File: src/design/mbat_pkg.sv
// Package for the multicast block acknowledge tracker.
// Holds the field widths, codes, controller states and the command and status structs.
// Used by mbat_ctrl, mbat_dp and multicast_block_ack_tracker_core; depends on nothing.
package mbat_pkg;

    // Field widths.
    localparam int STATIONS  = 32;
    localparam int MASK_W    = 32;
    localparam int BLK_W     = 24;
    localparam int PCT_W     = 7;
    localparam int TMR_W     = 16;
    localparam int RTY_W     = 4;
    localparam int STA_W     = 5;
    localparam int OP_W      = 2;
    localparam int KIND_W    = 2;
    localparam int CFG_W     = 16;
    localparam int CFG_IDX_W = 2;

    // Stations that exist; higher bits of a mask are ignored.
    localparam logic [MASK_W-1:0] VALID_STATIONS = (STATIONS >= MASK_W) ? '1 :
        MASK_W'((64'(1) << STATIONS) - 64'(1));

    // Percent divider: product of block index and 100, one quotient bit per step.
    localparam logic [PCT_W-1:0] PCT_FULL   = 7'd100;
    localparam int               PROD_W     = BLK_W + PCT_W;
    localparam int               DIV_CNT_W  = $clog2(PCT_W);
    localparam logic [DIV_CNT_W-1:0] DIV_LAST = DIV_CNT_W'(PCT_W - 1);

    // Configuration reset values.
    localparam logic [TMR_W-1:0] TIMEOUT_RESET   = 16'd100;
    localparam logic [RTY_W-1:0] RETRY_RESET     = 4'd2;
    localparam logic [STA_W-1:0] IMAGE_ERR_RESET = 5'd0;

    typedef enum logic [OP_W-1:0] {
        OP_START  = 2'd0,
        OP_RESULT = 2'd1,
        OP_TICK   = 2'd2,
        OP_ABORT  = 2'd3
    } op_t;

    typedef enum logic [KIND_W-1:0] {
        KIND_SEND   = 2'd0,
        KIND_RESEND = 2'd1,
        KIND_DONE   = 2'd2
    } kind_t;

    typedef enum logic [CFG_IDX_W-1:0] {
        CFG_TIMEOUT     = 2'd0,
        CFG_RETRY_LIMIT = 2'd1,
        CFG_IMAGE_ERR   = 2'd2
    } cfg_idx_t;

    // Outcome of executing one input beat.
    typedef enum logic [1:0] {
        EXEC_NONE    = 2'd0,
        EXEC_ADVANCE = 2'd1,
        EXEC_EMIT    = 2'd2
    } exec_res_t;

    typedef enum logic [2:0] {
        ST_IDLE = 3'd0,
        ST_EXEC = 3'd1,
        ST_ADV  = 3'd2,
        ST_MUL  = 3'd3,
        ST_DIV  = 3'd4,
        ST_SEND = 3'd5,
        ST_OUT  = 3'd6
    } state_t;

    typedef struct packed {
        logic capture;
        logic exec;
        logic adv_check;
        logic mul;
        logic div_step;
        logic send;
        logic out_load;
    } dp_cmd_t;

    typedef struct packed {
        exec_res_t exec_res;
        logic      adv_finish;
        logic      div_done;
        logic      out_free;
    } dp_status_t;

endpackage

File: src/design/multicast_block_ack_tracker_core.sv
// Multicast block acknowledge tracker, top level. Tracks one block-by-block broadcast
// to up to 32 stations: a start beat loads the station mask, the mode and the block
// total and sends block 0 unless the operation finishes at once; result beats collect
// acknowledgements and failures; tick beats run the confirm timer, resend to missing
// stations and drop them once the retry limit is reached; an abort beat ends a
// check-mode operation. Each input beat is handled alone: it is captured and executed;
// a resend or an abort result then goes to the output state; an advance checks whether
// the operation finishes, and if not, the percent divider runs, producing one quotient
// bit per cycle, before the new block is sent. A result sits in an output register, so
// the next input beat is taken while it waits; a beat that makes a result stalls in its
// output state for as long as the output register still holds an earlier result that has not been taken.
// Depends on mbat_pkg, mbat_ctrl and mbat_dp.
module multicast_block_ack_tracker_core
    import mbat_pkg::*;
(
    input  logic                 aclk,
    input  logic                 aresetn,
    input  logic                 s_valid,
    output logic                 s_ready,
    input  logic [OP_W-1:0]      s_op,
    input  logic [MASK_W-1:0]    s_station_mask,
    input  logic                 s_write_mode,
    input  logic [BLK_W-1:0]     s_block_total,
    input  logic [STA_W-1:0]     s_station,
    input  logic                 s_result_ok,
    output logic                 m_valid,
    input  logic                 m_ready,
    output logic [KIND_W-1:0]    m_kind,
    output logic [MASK_W-1:0]    m_dest_mask,
    output logic [BLK_W-1:0]     m_block_index,
    output logic                 m_block_write,
    output logic [PCT_W-1:0]     m_percent,
    output logic [MASK_W-1:0]    m_error_mask,
    input  logic                 cfg_we,
    input  logic [CFG_IDX_W-1:0] cfg_index,
    input  logic [CFG_W-1:0]     cfg_data
);

    dp_cmd_t    cmd;
    dp_status_t status;

    // Sequencing.
    mbat_ctrl u_ctrl (
        .aclk    (aclk),
        .aresetn (aresetn),
        .s_valid (s_valid),
        .s_ready (s_ready),
        .status  (status),
        .cmd     (cmd)
    );

    // State, divider and output register.
    mbat_dp u_dp (
        .aclk           (aclk),
        .aresetn        (aresetn),
        .cmd            (cmd),
        .status         (status),
        .s_op           (s_op),
        .s_station_mask (s_station_mask),
        .s_write_mode   (s_write_mode),
        .s_block_total  (s_block_total),
        .s_station      (s_station),
        .s_result_ok    (s_result_ok),
        .m_valid        (m_valid),
        .m_ready        (m_ready),
        .m_kind         (m_kind),
        .m_dest_mask    (m_dest_mask),
        .m_block_index  (m_block_index),
        .m_block_write  (m_block_write),
        .m_percent      (m_percent),
        .m_error_mask   (m_error_mask),
        .cfg_we         (cfg_we),
        .cfg_index      (cfg_index),
        .cfg_data       (cfg_data)
    );

endmodule

File: src/design/mbat_ctrl.sv
// Controller state machine of the multicast block acknowledge tracker.
// Sequences capture, execution, block advance, percent division and result output.
// Depends on mbat_pkg.
module mbat_ctrl
    import mbat_pkg::*;
(
    input  logic       aclk,
    input  logic       aresetn,
    input  logic       s_valid,
    output logic       s_ready,
    input  dp_status_t status,
    output dp_cmd_t    cmd
);

    state_t state_reg;
    state_t state_next;

    // State register.
    always_ff @(posedge aclk) begin
        if (!aresetn) begin
            state_reg <= ST_IDLE;
        end else begin
            state_reg <= state_next;
        end
    end

    // Next state and datapath commands.
    always_comb begin
        state_next = state_reg;
        cmd        = '0;
        s_ready    = 1'b0;
        case (state_reg)
            ST_IDLE: begin
                s_ready     = 1'b1;
                cmd.capture = s_valid;
                if (s_valid) begin
                    state_next = ST_EXEC;
                end
            end
            ST_EXEC: begin
                cmd.exec = 1'b1;
                case (status.exec_res)
                    EXEC_ADVANCE: state_next = ST_ADV;
                    EXEC_EMIT:    state_next = ST_OUT;
                    default:      state_next = ST_IDLE;
                endcase
            end
            ST_ADV: begin
                // Either the operation finishes here or the next block is prepared.
                cmd.adv_check = 1'b1;
                state_next    = status.adv_finish ? ST_OUT : ST_MUL;
            end
            ST_MUL: begin
                cmd.mul    = 1'b1;
                state_next = ST_DIV;
            end
            ST_DIV: begin
                cmd.div_step = 1'b1;
                if (status.div_done) begin
                    state_next = ST_SEND;
                end
            end
            ST_SEND: begin
                cmd.send   = 1'b1;
                state_next = ST_OUT;
            end
            ST_OUT: begin
                // Wait until the output register can take the pending result.
                if (status.out_free) begin
                    cmd.out_load = 1'b1;
                    state_next   = ST_IDLE;
                end
            end
            default: begin
                state_next = ST_IDLE;
            end
        endcase
    end

endmodule

File: src/design/mbat_dp.sv
// Datapath of the multicast block acknowledge tracker.
// Holds configuration, tracking state, the percent divider and the output register.
// Depends on mbat_pkg; driven by commands from mbat_ctrl.
module mbat_dp
    import mbat_pkg::*;
(
    input  logic                 aclk,
    input  logic                 aresetn,
    input  dp_cmd_t              cmd,
    output dp_status_t           status,
    input  logic [OP_W-1:0]      s_op,
    input  logic [MASK_W-1:0]    s_station_mask,
    input  logic                 s_write_mode,
    input  logic [BLK_W-1:0]     s_block_total,
    input  logic [STA_W-1:0]     s_station,
    input  logic                 s_result_ok,
    output logic                 m_valid,
    input  logic                 m_ready,
    output logic [KIND_W-1:0]    m_kind,
    output logic [MASK_W-1:0]    m_dest_mask,
    output logic [BLK_W-1:0]     m_block_index,
    output logic                 m_block_write,
    output logic [PCT_W-1:0]     m_percent,
    output logic [MASK_W-1:0]    m_error_mask,
    input  logic                 cfg_we,
    input  logic [CFG_IDX_W-1:0] cfg_index,
    input  logic [CFG_W-1:0]     cfg_data
);

    // Configuration registers.
    logic [TMR_W-1:0] timeout_reg;
    logic [RTY_W-1:0] retry_limit_reg;
    logic [STA_W-1:0] image_err_reg;

    // Captured input beat.
    op_t              in_op_reg;
    logic [MASK_W-1:0] in_mask_reg;
    logic             in_write_reg;
    logic [BLK_W-1:0] in_total_reg;
    logic [STA_W-1:0] in_station_reg;
    logic             in_ok_reg;

    // Tracking state.
    logic              active_reg, active_next;
    logic              mode_reg, mode_next;
    logic [MASK_W-1:0] live_reg, live_next;
    logic [MASK_W-1:0] acked_reg, acked_next;
    logic [MASK_W-1:0] failed_reg, failed_next;
    logic [BLK_W-1:0]  next_blk_reg, next_blk_next;
    logic [BLK_W-1:0]  total_reg, total_next;
    logic [TMR_W-1:0]  timer_reg, timer_next;
    logic [RTY_W-1:0]  retries_reg, retries_next;
    logic [PCT_W-1:0]  progress_reg, progress_next;

    // Percent divider.
    logic [PROD_W-1:0]    rem_reg, rem_next;
    logic [PROD_W-1:0]    dvs_reg, dvs_next;
    logic [PCT_W-1:0]     quo_reg, quo_next;
    logic [DIV_CNT_W-1:0] cnt_reg, cnt_next;

    // Pending result.
    kind_t             res_kind_reg, res_kind_next;
    logic [MASK_W-1:0] res_dest_reg, res_dest_next;
    logic [BLK_W-1:0]  res_blk_reg, res_blk_next;
    logic              res_write_reg, res_write_next;
    logic [PCT_W-1:0]  res_pct_reg, res_pct_next;
    logic [MASK_W-1:0] res_err_reg, res_err_next;

    // Output register.
    logic              m_valid_reg, m_valid_next;
    kind_t             m_kind_reg;
    logic [MASK_W-1:0] m_dest_reg;
    logic [BLK_W-1:0]  m_blk_reg;
    logic              m_write_reg;
    logic [PCT_W-1:0]  m_pct_reg;
    logic [MASK_W-1:0] m_err_reg;

    logic [MASK_W-1:0] sta_bit;
    logic [MASK_W-1:0] img_bit;
    logic [MASK_W-1:0] missing;
    logic [RTY_W-1:0]  retries_inc;
    logic [PCT_W-1:0]  pct_new;
    exec_res_t         exec_res;
    logic              adv_finish;

    assign sta_bit     = MASK_W'(1) << in_station_reg;
    assign img_bit     = MASK_W'(1) << image_err_reg;
    assign missing     = live_reg & ~acked_reg;
    assign retries_inc = retries_reg + RTY_W'(1);
    assign pct_new     = (quo_reg > progress_reg) ? quo_reg : progress_reg;
    assign adv_finish  = (live_reg == '0) || (next_blk_reg >= total_reg);

    assign status.exec_res   = exec_res;
    assign status.adv_finish = adv_finish;
    assign status.div_done   = (cnt_reg == DIV_LAST);
    assign status.out_free   = !m_valid_reg || m_ready;

    // Configuration writes.
    always_ff @(posedge aclk) begin
        if (!aresetn) begin
            timeout_reg     <= TIMEOUT_RESET;
            retry_limit_reg <= RETRY_RESET;
            image_err_reg   <= IMAGE_ERR_RESET;
        end else if (cfg_we) begin
            case (cfg_index)
                CFG_TIMEOUT:     timeout_reg     <= cfg_data[TMR_W-1:0];
                CFG_RETRY_LIMIT: retry_limit_reg <= cfg_data[RTY_W-1:0];
                CFG_IMAGE_ERR:   image_err_reg   <= cfg_data[STA_W-1:0];
                default: ;
            endcase
        end
    end

    // Input beat capture.
    always_ff @(posedge aclk) begin
        if (cmd.capture) begin
            in_op_reg      <= op_t'(s_op);
            in_mask_reg    <= s_station_mask;
            in_write_reg   <= s_write_mode;
            in_total_reg   <= s_block_total;
            in_station_reg <= s_station;
            in_ok_reg      <= s_result_ok;
        end
    end

    // Next values of the tracking state, divider and pending result.
    always_comb begin
        active_next    = active_reg;
        mode_next      = mode_reg;
        live_next      = live_reg;
        acked_next     = acked_reg;
        failed_next    = failed_reg;
        next_blk_next  = next_blk_reg;
        total_next     = total_reg;
        timer_next     = timer_reg;
        retries_next   = retries_reg;
        progress_next  = progress_reg;
        rem_next       = rem_reg;
        dvs_next       = dvs_reg;
        quo_next       = quo_reg;
        cnt_next       = cnt_reg;
        res_kind_next  = res_kind_reg;
        res_dest_next  = res_dest_reg;
        res_blk_next   = res_blk_reg;
        res_write_next = res_write_reg;
        res_pct_next   = res_pct_reg;
        res_err_next   = res_err_reg;
        exec_res       = EXEC_NONE;

        // Execute the captured beat.
        if (cmd.exec) begin
            case (in_op_reg)
                OP_START: begin
                    if (!active_reg) begin
                        active_next   = 1'b1;
                        mode_next     = in_write_reg;
                        live_next     = in_mask_reg & VALID_STATIONS;
                        acked_next    = in_mask_reg & VALID_STATIONS;
                        failed_next   = '0;
                        total_next    = in_total_reg;
                        next_blk_next = '0;
                        progress_next = '0;
                        timer_next    = '0;
                        retries_next  = '0;
                        exec_res      = EXEC_ADVANCE;
                    end
                end
                OP_RESULT: begin
                    // Reports from dropped or absent stations are ignored.
                    if (active_reg && ((sta_bit & VALID_STATIONS & live_reg) != '0)) begin
                        if (in_ok_reg) begin
                            acked_next = acked_reg | sta_bit;
                        end else begin
                            failed_next = failed_reg | sta_bit;
                            live_next   = live_reg & ~sta_bit;
                            acked_next  = acked_reg & ~sta_bit;
                        end
                        if ((acked_next & live_next) == live_next) begin
                            exec_res = EXEC_ADVANCE;
                        end
                    end
                end
                OP_TICK: begin
                    if (active_reg) begin
                        if (timer_reg > TMR_W'(1)) begin
                            timer_next = timer_reg - TMR_W'(1);
                        end else begin
                            timer_next   = '0;
                            retries_next = retries_inc;
                            if (retries_inc < retry_limit_reg) begin
                                // Resend the current block to the stations still missing.
                                timer_next     = timeout_reg;
                                res_kind_next  = KIND_RESEND;
                                res_dest_next  = missing;
                                res_blk_next   = next_blk_reg - BLK_W'(1);
                                res_write_next = mode_reg;
                                res_pct_next   = progress_reg;
                                res_err_next   = '0;
                                exec_res       = EXEC_EMIT;
                            end else begin
                                // Retries used up: missing stations fail and are dropped.
                                failed_next = failed_reg | missing;
                                live_next   = live_reg & acked_reg;
                                exec_res    = EXEC_ADVANCE;
                            end
                        end
                    end
                end
                OP_ABORT: begin
                    // Abort only takes effect in check mode.
                    if (active_reg && !mode_reg) begin
                        active_next    = 1'b0;
                        progress_next  = '0;
                        res_kind_next  = KIND_DONE;
                        res_dest_next  = '0;
                        res_blk_next   = '0;
                        res_write_next = mode_reg;
                        res_pct_next   = '0;
                        res_err_next   = '1;
                        exec_res       = EXEC_EMIT;
                    end
                end
                default: ;
            endcase
        end

        // Finish when no station is left or every block has been sent.
        if (cmd.adv_check && adv_finish) begin
            if ((live_reg != '0) && (total_reg == '0)) begin
                failed_next  = failed_reg | img_bit;
                res_err_next = failed_reg | img_bit;
            end else begin
                res_err_next = failed_reg;
            end
            active_next    = 1'b0;
            res_kind_next  = KIND_DONE;
            res_dest_next  = '0;
            res_blk_next   = '0;
            res_write_next = mode_reg;
            res_pct_next   = progress_reg;
        end

        // Load the dividend and the divisor aligned to the top quotient bit.
        if (cmd.mul) begin
            rem_next = PROD_W'(next_blk_reg) * PROD_W'(PCT_FULL);
            dvs_next = PROD_W'(total_reg) << (PCT_W - 1);
            quo_next = '0;
            cnt_next = '0;
        end

        // One restoring division step per cycle.
        if (cmd.div_step) begin
            if (rem_reg >= dvs_reg) begin
                rem_next = rem_reg - dvs_reg;
                quo_next = {quo_reg[PCT_W-2:0], 1'b1};
            end else begin
                quo_next = {quo_reg[PCT_W-2:0], 1'b0};
            end
            dvs_next = dvs_reg >> 1;
            cnt_next = cnt_reg + DIV_CNT_W'(1);
        end

        // Send the next block to all live stations.
        if (cmd.send) begin
            progress_next  = pct_new;
            next_blk_next  = next_blk_reg + BLK_W'(1);
            acked_next     = '0;
            timer_next     = timeout_reg;
            retries_next   = '0;
            res_kind_next  = KIND_SEND;
            res_dest_next  = live_reg;
            res_blk_next   = next_blk_reg;
            res_write_next = mode_reg;
            res_pct_next   = pct_new;
            res_err_next   = '0;
        end
    end

    // Tracking state registers.
    always_ff @(posedge aclk) begin
        if (!aresetn) begin
            active_reg   <= 1'b0;
            mode_reg     <= 1'b0;
            live_reg     <= '0;
            acked_reg    <= '0;
            failed_reg   <= '0;
            next_blk_reg <= '0;
            total_reg    <= '0;
            timer_reg    <= '0;
            retries_reg  <= '0;
            progress_reg <= '0;
        end else begin
            active_reg   <= active_next;
            mode_reg     <= mode_next;
            live_reg     <= live_next;
            acked_reg    <= acked_next;
            failed_reg   <= failed_next;
            next_blk_reg <= next_blk_next;
            total_reg    <= total_next;
            timer_reg    <= timer_next;
            retries_reg  <= retries_next;
            progress_reg <= progress_next;
        end
    end

    // Divider and pending result registers.
    always_ff @(posedge aclk) begin
        rem_reg       <= rem_next;
        dvs_reg       <= dvs_next;
        quo_reg       <= quo_next;
        cnt_reg       <= cnt_next;
        res_kind_reg  <= res_kind_next;
        res_dest_reg  <= res_dest_next;
        res_blk_reg   <= res_blk_next;
        res_write_reg <= res_write_next;
        res_pct_reg   <= res_pct_next;
        res_err_reg   <= res_err_next;
    end

    // Output valid: set on load, cleared when the beat is taken.
    always_comb begin
        m_valid_next = m_valid_reg;
        if (cmd.out_load) begin
            m_valid_next = 1'b1;
        end else if (m_ready) begin
            m_valid_next = 1'b0;
        end
    end

    always_ff @(posedge aclk) begin
        if (!aresetn) begin
            m_valid_reg <= 1'b0;
        end else begin
            m_valid_reg <= m_valid_next;
        end
    end

    // Output payload register.
    always_ff @(posedge aclk) begin
        if (cmd.out_load) begin
            m_kind_reg  <= res_kind_reg;
            m_dest_reg  <= res_dest_reg;
            m_blk_reg   <= res_blk_reg;
            m_write_reg <= res_write_reg;
            m_pct_reg   <= res_pct_reg;
            m_err_reg   <= res_err_reg;
        end
    end

    assign m_valid       = m_valid_reg;
    assign m_kind        = m_kind_reg;
    assign m_dest_mask   = m_dest_reg;
    assign m_block_index = m_blk_reg;
    assign m_block_write = m_write_reg;
    assign m_percent     = m_pct_reg;
    assign m_error_mask  = m_err_reg;

endmodule
File: config.mk
export PLATFORM = sky130hd
export DESIGN_NAME = multicast_block_ack_tracker_core
export DESIGN_NICKNAME = d
export VERILOG_FILES = /design/src/design/mbat_pkg.sv /design/src/design/multicast_block_ack_tracker_core.sv /design/src/design/mbat_ctrl.sv /design/src/design/mbat_dp.sv
export SDC_FILE = /design/constraint.sdc
export NUM_CORES = 1
export LEC_CHECK = 0
export BUFFER_PORTS_ARGS = -buffer_cell sky130_fd_sc_hd__buf_2
export CAP_MARGIN = 30
export CORE_MARGIN = 2
export CORE_UTILIZATION = 55
export CTS_CLUSTER_SIZE = 12
export DETAILED_ROUTE_END_ITERATION = 16
export PLACE_DENSITY = 0.85
export SYNTH_ARGS = -nofsm -noshare
export SYNTH_HDL_FRONTEND = slang
export SYNTH_SLANG_ARGS = --single-unit
File: constraint.sdc
create_clock -name aclk -period 10.1 [get_ports aclk]
set_input_delay 1.01 -clock aclk [delete_from_list [all_inputs] [get_ports aclk]]
set_output_delay 1.01 -clock aclk [all_outputs]
set_load 0.005 [all_outputs]
After elaboration in Yosys (flattened, before gate mapping)
Cells that the tools add are included.
{ "classes": {"add_sub_neg": 6, "n_mul": 1, "n_lt_le_gt_ge": 5, "n_eq_ne": 37, "shift": 2, "mux": 131, "bitwise_logic": 14, "reduce_logical": 48} }
{ "op_table": {"columns": ["op", "count"], "rows": [
  ["32-bit two-way mux", 37],
  ["24-bit two-way mux", 11],
  ["32-bit bitwise AND", 6],
  ["32-bit one-hot mux with 2 select lines", 3],
  ["32-bit one-hot mux with 3 select lines", 2],
  ["32-bit bitwise OR", 4],
  ["16-bit two-way mux", 6],
  ["31-bit two-way mux", 3],
  ["7-bit two-way mux", 13],
  ["32-bit inverter", 2],
  ["32-bit nonzero test", 2],
  ["1-bit by 5-bit << shifter with 32-bit output (first input constant)", 2],
  ["24-bit one-hot mux with 2 select lines", 1],
  ["32-bit equality test", 1],
  ["32-bit logical NOT", 1],
  ["16-bit one-hot mux with 2 select lines", 1],
  ["31-bit by 30-bit >= comparator with 1-bit output", 1],
  ["31-bit by 30-bit subtractor with 31-bit output", 1],
  ["30-bit two-way mux", 1],
  ["24-bit by 5-bit multiplier with 29-bit output (second input constant)", 1],
  ["29-bit two-way mux", 1],
  ["7-bit one-hot mux with 2 select lines", 2],
  ["24-bit by 1-bit adder with 24-bit output (second input constant)", 1],
  ["24-bit >= comparator", 1],
  ["other kinds (46)", 140]
]} }
{ "word_totals": {"regBits": 534, "in_bits": 88, "output_inout_bits": 100} }

Logic depth before layout (Yosys ltp)
Gate-level depths: netlist of the first run.
{ "depth": {"word_depth": 16, "depth_mapped": 16, "mapped_depth_nobuf": 16} }

By module
From an unflattened synthesis of the first run, not the netlist that was laid out.
{ "unflattened": {"hier_cells": 3061, "area_unflattened_um2": 28770.1} }
{ "by_module_without_submodules": {"columns": ["mod", "instances", "cells_per_inst", "area_per_inst_um2", "seq_area_each_um2"], "rows": [
  ["mbat_dp", 1, 3027, 28493.6, 13302.8],
  ["mbat_ctrl", 1, 34, 276.5, 60.1]
]} }

Worst setup path before layout of the first run
No wires, ideal clock.
{ "synth_timing": {"path_kind": "input to register", "startpoint": "input port m_ready", "endpoint": "register u_dp.m_blk_reg[0], in the netlist u_dp.m_block_index[0] (enable)", "arrival_time_ps": 5487, "required_time_ps": 9534, "setup_slack_ps": 4046, "stages": 2, "path_buffers": 0, "path_cell_list": "nand2b_1 nor2b_1"} }
{ "synth_rtl": {"columns": ["element", "line", "source"], "rows": [
  ["from (decl)", "multicast_block_ack_tracker_core.sv:27", "input logic m_ready,"],
  ["to (signal assigned)", "mbat_dp.sv:343", "m_blk_reg <= res_blk_reg;"],
  ["to (decl)", "mbat_dp.sv:73", "logic [BLK_W-1:0] m_blk_reg;"]
]} }

Worst setup path after layout of the first run
{ "layout_timing": {"startpoint": "register u_dp.next_blk_reg[5]", "endpoint": "register u_dp.rem_reg[30]"} }
{ "layout_between": {"elab_chain_cells": 4} }
{ "layout_rtl": {"columns": ["element", "line", "source"], "rows": [
  ["from (decl)", "mbat_dp.sv:49", "logic [BLK_W-1:0] next_blk_reg, next_blk_next;"],
  ["from (signal assigned)", "mbat_dp.sv:298", "next_blk_reg <= next_blk_next;"],
  ["24-bit by 5-bit multiplier with 29-bit output (*)", "mbat_dp.sv:245", "rem_next = PROD_W'(next_blk_reg) * PROD_W'(PCT_FULL);"],
  ["31-bit two-way mux (*)", "mbat_dp.sv:244", "if (cmd.mul) begin"],
  ["31-bit two-way mux", "mbat_dp.sv:253", "if (rem_reg >= dvs_reg) begin"],
  ["31-bit two-way mux (*)", "mbat_dp.sv:252", "if (cmd.div_step) begin"],
  ["via u_dp.rem_next[30]", "mbat_dp.sv:56", "logic [PROD_W-1:0] rem_reg, rem_next;"],
  ["to (signal assigned)", "mbat_dp.sv:308", "rem_reg <= rem_next;"],
  ["to (decl)", "mbat_dp.sv:56", null]
]} }
Mark *: on every way through the listed nets, which the timed path passes. The rest lies on a longest branch.
A chain may end at the register's enable or synchronous reset.

==> summary.md, run 1 <==
| Metric | Value |
|---|---|
| Crit. End Element | flop |
| Max cap viols | 0 |
| PD cells | roughly 160 nW/um^2 |
| Slowest stage delay, CP | around 0.55 ns |
| CTS resizes | 0 |
| Status | complete, no violations |
| Post-CTS setup buffers | 0 |
| Root Driver | clkbuf_16 |
| GRT Overall Usage | 0.2863 |
| Clk_skew | slightly below 0.05 ns |
| Detailed router's first-iteration violation count | 3060 |
| Worst setup margin | around 5.5 ns |
| Post-layout util | 0.6205 |
| Fmax | approximately 0.22 GHz |
| Lkg Pwr | 12.42 nW |
| Yosys warnings | 0 |
| Core footprint | a little over 50000 um^2 |
| Layout cells sized above 1 | 0.1151 |
| Final worst path period share | 0.4564 |
| Clock Sinks | ~530 |
| Post-DP HPWL | roughly 56000 um |
| Setup Crit Path Kind | flop to flop |
| Vias per cell | 6.103 |
| CTS Buf Count | between 50 and 60 |
| Clock Pin Slew Worst Setup and Hold Paths | 0.06 ns |
| CP max FO | 7 |
| Vias in the first global route | approximately 22000 |
| Routed wire length | just under 80000 um |
| IO Count | 188 |
| Drt pass-1 iters | 8 |
| Total power | between 5 and 6 mW |
| Syn nets | between 3000 and 4000 |
| Area Growth Syn to Fin | 10.92% |
| Final setup violation count | 0 |
| Input/output buffers | roughly 190 |
| DR DRC count | 0 |
| Post-route cell area | ~32000 um^2 |
| RSZ-0062 raised after global routing | no |
| Non-Filler Instances | ~4000 |
| Initial core utilization | 0.5594 |
| # diodes | 0 |
| Crit path DAT | between 5 and 6 ns |
| Die Height | approximately 230 um |
| Hold buffers post-CTS | 0 |
| Worst vdd ir | around 0.14 mV |
| CTS H-tree depth | 2 |
| DP Area | around 30000 um^2 |
| CP Data Required Time | between 10 and 15 ns |
| Setup_tns | 0 ns |
| Mean Syn Cell Area | 9.416 um^2 |
| Die outline area | 54240 um^2 |
| Largest net degree at the start of global routing | slightly above 100 |
| Syn Inst Count | between 3000 and 4000 |
| Die width | ~230 um |
| Hold Vio Cnt, Final | 0 |
| Placed cell count | ~3800 |
| Flops & latches, synth | 534 |
| Global-route wire length before repair | about 120000 um |
| Hold WS | 0.4166 ns |
| Row cnt | 83 |
| Nature of the critical path startpoint | flop |
| Wirelength per Cell | 20.20 um |
| Final GP Congestion | just under 1 |
| CTS max path bufs | 3 |
| CTS tree | yes |
| Overflow after GRT | 0 |
| Synth unique cells | 81 |
| Vias | ~24000 |
| Clk Latency, worst-skew pair | about 0.65 ns |
| Final #Nets | roughly 3400 |
| Part of the Yosys area used for sequential elements | 0.4638 |
| Fraction of registers with async set/reset | 0 |
| Most used DFF post-synth | edfxtp_1 |
| Place WS | around 5.6 ns |
| Slew @ Worst Pin | just over 1 ns |
| Hold Crit Class | flop to flop |
| Max-slew headroom | 0.3205 |
| Worst path cell trace | inv_1, ha_1, ha_1, inv_1, fa_1, inv_1, ha_1, a21o_1, a221o_1, o22ai_1, o21ai_0, a31o_2, o211ai_1, a21oi_1, xnor2_1, a221oi_1 |
| Final Max Tran Viols | 0 |
| Mapped Area | ~29000 um^2 |
| Initial antenna violation count | 2 |
| Post-DRT Antenna Nets | 0 |
| Max stage delay cell, worst path | dfxtp_1 |
| Final critical-path required period | roughly 4.6 ns |
| Post-synth EDFFs | 267 |
cell usage after synthesis, types with 20 or more instances:
cell / instances / area (um^2)
nand4_1: 20 / 125.1
xnor2_1: 58 / 508.0
and3_1: 24 / 150.1
inv_1: 192 / 720.7
o21ai_0: 187 / 935.9
o22ai_1: 48 / 300.3
and2_1: 60 / 375.4
nand2_1: 388 / 1456
nor2b_1: 22 / 137.6
dfxtp_1: 267 / 5345
nor3_1: 39 / 195.2
a21oi_1: 262 / 1311
a211oi_2: 37 / 462.9
mux2i_1: 80 / 800.8
fa_1: 20 / 400.4
edfxtp_1: 267 / 8018
a22o_1: 22 / 192.7
nand2b_1: 48 / 300.3
nor2_1: 240 / 900.9
a21o_1: 30 / 225.2
clkbuf_1: 143 / 536.8
o31ai_1: 27 / 202.7
nand3_1: 43 / 215.2
nor4_1: 24 / 150.1
xor2_1: 24 / 210.2
ha_1: 175 / 2190
a211oi_1: 100 / 750.7
final timing paths:
| check | startpoint | end | slack (ns) | cells after the start |
|---|---|---|---|---|
| setup / recovery | u_dp.next_blk_reg[5]$_SDFFE_PN0P_ | u_dp.rem_reg[30]$_DFF_P_ | 5.49 | 16 |
| hold / removal | u_dp.res_blk_reg[22]$_DFFE_PP_ | u_dp.m_block_index[22]$_DFFE_PP_ | 0.42 | 0 |
| setup reg to reg | u_dp.next_blk_reg[5]$_SDFFE_PN0P_ | u_dp.rem_reg[30]$_DFF_P_ | 5.49 | 16 |
| hold reg to reg | u_dp.res_blk_reg[22]$_DFFE_PP_ | u_dp.m_block_index[22]$_DFFE_PP_ | 0.42 | 0 |
metal layers:
metal | GRT usage | up-vias | share of wire
li1 | - | 11123 | -
met2 | 0.4224 | 1250 | 0.43
met4 | 0.1019 | 2 | 0.037
met5 | 0 | - | 0.00020
met3 | 0.06838 | 199 | 0.11
met1 | 0.4097 | 11144 | 0.42
power breakdown:
| part | total, mW | switching (mW) | internal (mW) |
|---|---|---|---|
| sequential | 2.55 | 0.121 | 2.43 |
| combinational | 0.637 | 0.378 | 0.258 |
| clock | 2.00 | 0.871 | 1.13 |
cell type report:
| class | instances | area, um^2 |
|---|---|---|
| Fill cell | 4211 | 19550 |
| Inverter | 193 | 725.7 |
| Multi-Input combinational cell | 2157 | 14090 |
| Sequential cell | 534 | 13360 |
| Tap cell | 680 | 850.8 |
| Timing Repair Buffer | 216 | 1154 |
| Clock buffer | 88 | 1583 |
| Clock inverter | 18 | 197.7 |
worst max-delay path: cells and delay by family (launching register included):
| family | cells | cell delay [ns] |
|---|---|---|
| buf+inv | 3 | 0.23 |
| xor+xnor | 1 | 0.13 |
| flops | 1 | 0.55 |
| fa+ha+maj | 4 | 1.45 |
| compound gates | 8 | 2.10 |
kinds of logic (layout without fill, tap and decap cells):
kind of cell,after synthesis,count (layout),synth area share
flip-flops,534,534,0.4638
multiplexers,86,86,0.03053
buffers and inverters,369,515,0.05011
XOR/XNOR,82,82,0.02493
AND/OR/NAND/NOR,962,962,0.1548
adder cells (fa/ha/maj),195,195,0.08989
AO/OA/AOI/OAI,832,832,0.1859
cells in the final DEF (no fill, tap or decap), types with 80 or more instances in the layout:
cell type,instances
a211oi_1,99
o21ai_0,187
dfxtp_1,267
ha_1,174
nand2_1,387
a21oi_1,260
buf_2,187
mux2i_1,80
inv_1,192
edfxtp_1,267
nor2_1,239
Power figures use the tool's default switching activity.
==> run 2: changes to the inputs <==
==> constraint.sdc (replaced) <==
create_clock -name aclk -period 4.67 [get_ports aclk]
set_input_delay 0.467 -clock aclk [delete_from_list [all_inputs] [get_ports aclk]]
set_output_delay 0.467 -clock aclk [all_outputs]
set_load 0.005 [all_outputs]
==> summary.md, run 2 (synthesis results as in run 1) <==
| Metric | Value |
|---|---|
| Largest net degree at the start of global routing | 100 |
| CTS tree | yes |
| Crit path DAT | between 4 and 5 ns |
| Root Driver | clkbuf_16 |
| Setup_tns | 0 ns |
| Input/output buffers | approximately 190 |
| Vias | 23909 |
| Row cnt | 83 |
| Reg2Reg Depth | 16 |
| Hold Path Depth | 1 |
| CTS max path bufs | 3 |
| Die Height | ~230 um |
| IO Count | around 190 |
| Worst hold path startpoint | s_block_total[5] |
| Overflow after GRT | 0 |
| Total power | 11.36 mW |
| # diodes | 0 |
| GRT Overall Usage | 0.2917 |
| Global-route wire length before repair | approximately 120000 um |
| Final GP Congestion | roughly 0.99 |
| Detailed router's first-iteration violation count | approximately 3000 |
| Worst R2R Setup Slack | between 0.3 and 0.4 ns |
| Multi-input combinational cell area | ~14000 um^2 |
| Clk Latency, worst-skew pair | ~0.65 ns |
| Post-DP HPWL | 56540 um |
| Commonest non-fill, non-tap cell in the layout | nand2_1 |
| Clk_skew | roughly 0.044 ns |
| Initial antenna violation count | 1 |
| Core footprint | between 50000 and 60000 um^2 |
| Wirelength per Cell | just over 20 um |
| Slew @ Worst Pin | roughly 1 ns |
| Final #Nets | between 3000 and 4000 |
| CP Data Required Time | between 5 and 6 ns |
| Hold Crit Class | input pin to flop |
| Crit. End Element | flop |
| Nature of the critical path startpoint | flop |
| Lkg Pwr | around 13 nW |
| CTS Buf Count | 55 |
| Final critical-path required period | ~4.3 ns |
| Commonest cells after routing, fill and taps aside | nand2_1 (387), dfxtp_1 (267), edfxtp_1 (267), a21oi_1 (260), nor2_1 (239) |
| Status | complete, no violations |
| Hold EP | u_dp.in_total_reg[5]$_DFFE_PP_ |
| Clock Pin Slew Worst Setup and Hold Paths | ~0.07 ns |
| Drt pass-1 iters | 7 |
| Worst vdd ir | ~0.29 mV |
| Die width | 232.9 um |
| CP max FO | 6 |
| Max-slew headroom | 0.3342 |
| Vias per cell | between 6 and 7 |
| Post-DRT Antenna Nets | 0 |
| DR DRC count | 0 |
| Vias in the first global route | between 20000 and 25000 |
| RSZ-0062 raised after global routing | no |
| CTS H-tree depth | 2 |
| Hold Vio Cnt, Final | 0 |
| Setup Crit Path Kind | flop to flop |
| Initial core utilization | 0.5594 |
| Clock Sinks | around 530 |
| Max cap viols | 0 |
| Layout cells sized above 1 | 0.1194 |
| Die outline area | around 54000 um^2 |
| PD cells | ~350 nW/um^2 |
| Routed wire length | approximately 80000 um |
| CP startpoint | u_dp.next_blk_reg[4]$_SDFFE_PN0P_ |
| Worst r2r src | u_dp.next_blk_reg[4]$_SDFFE_PN0P_ |
| Final Max Tran Viols | 0 |
| Final setup violation count | 0 |
| Hold WS | slightly below 0.03 ns |
| FF+latch area | approximately 13000 um^2 |
| Worst reg2reg path endpoint | u_dp.rem_reg[30]$_DFF_P_ |
| Fmax | roughly 0.23 GHz |
| Final worst path period share | 0.9280 |
| Fillers | between 4000 and 5000 |
| Area Growth Syn to Fin | 13.07% |
## run 2: through the flow
stage,instances,instance area [um^2],util,worst slack [ns]
after detailed placement,3804,30410,0.5904,0.2298
after floorplan,3060,28820,-,0.4752
after CTS,3944,32570,0.6322,0.1756
after global placement,3804,30410,0.5904,0.3307
after global routing,3945,32580,0.6325,0.03635
final,3945,32580,0.6325,0.3362
## run 2: worst max path at each step
stage | to | slack (ns) | cells after the start
2_1_floorplan | u_dp.res_blk_reg[0]$_DFFE_PP_ | 0.48 | 11
3_3_place_gp | u_dp.rem_reg[30]$_DFF_P_ | 0.33 | 16
3_5_place_dp | u_dp.rem_reg[30]$_DFF_P_ | 0.23 | 16
4_1_cts | u_dp.rem_reg[30]$_DFF_P_ | 0.18 | 16
5_1_grt | u_dp.rem_reg[30]$_DFF_P_ | 0.04 | 16
6_report | u_dp.rem_reg[30]$_DFF_P_ | 0.34 | 16
## run 2: per-layer routing
metal / global-route usage / up-vias / wire length, um
met2: 0.4314 / 1228 / 34440
met4: 0.1095 / 2 / 2965
met3: 0.08725 / 194 / 9301
li1: - / 11239 / -
met1: 0.4031 / 11246 / 33220
met5: 0 / - / 13
## run 2: layout make-up
type,instances,area share
inverter,193,0.02227
clock buffer,89,0.04908
clock inverter,14,0.005761
tap,680,0.02611
timing repair buffer,278,0.05407
multi-input combinational,2157,0.4325
sequential,534,0.4102
## run 2: what timing repair did
item                                    CTS  global route
endpoints found under the setup margin    0             3
gates resized for setup                   0             2
setup buffers                             0             0
hold buffers                             37             0
hold endpoints to repair                 37             0
## run 2: power by group
part	internal (mW)	leakage (nW)	switching (mW)
Sequential	5.26	4.59	0.256
Combinational	0.598	7.27	0.848
Clock	2.52	0.863	1.89
## run 2: worst max-delay path, stage by stage (launching register included)
cell	delay (ns)
dfxtp_1	0.46
inv_1	0.14
ha_1	0.32
ha_1	0.27
inv_1	0.05
fa_1	0.52
inv_1	0.04
ha_1	0.38
a21o_1	0.24
a221o_1	0.40
o22ai_2	0.21
o21ai_1	0.19
a31o_2	0.31
o211ai_1	0.18
a21oi_1	0.11
xnor2_1	0.13
a221oi_1	0.30
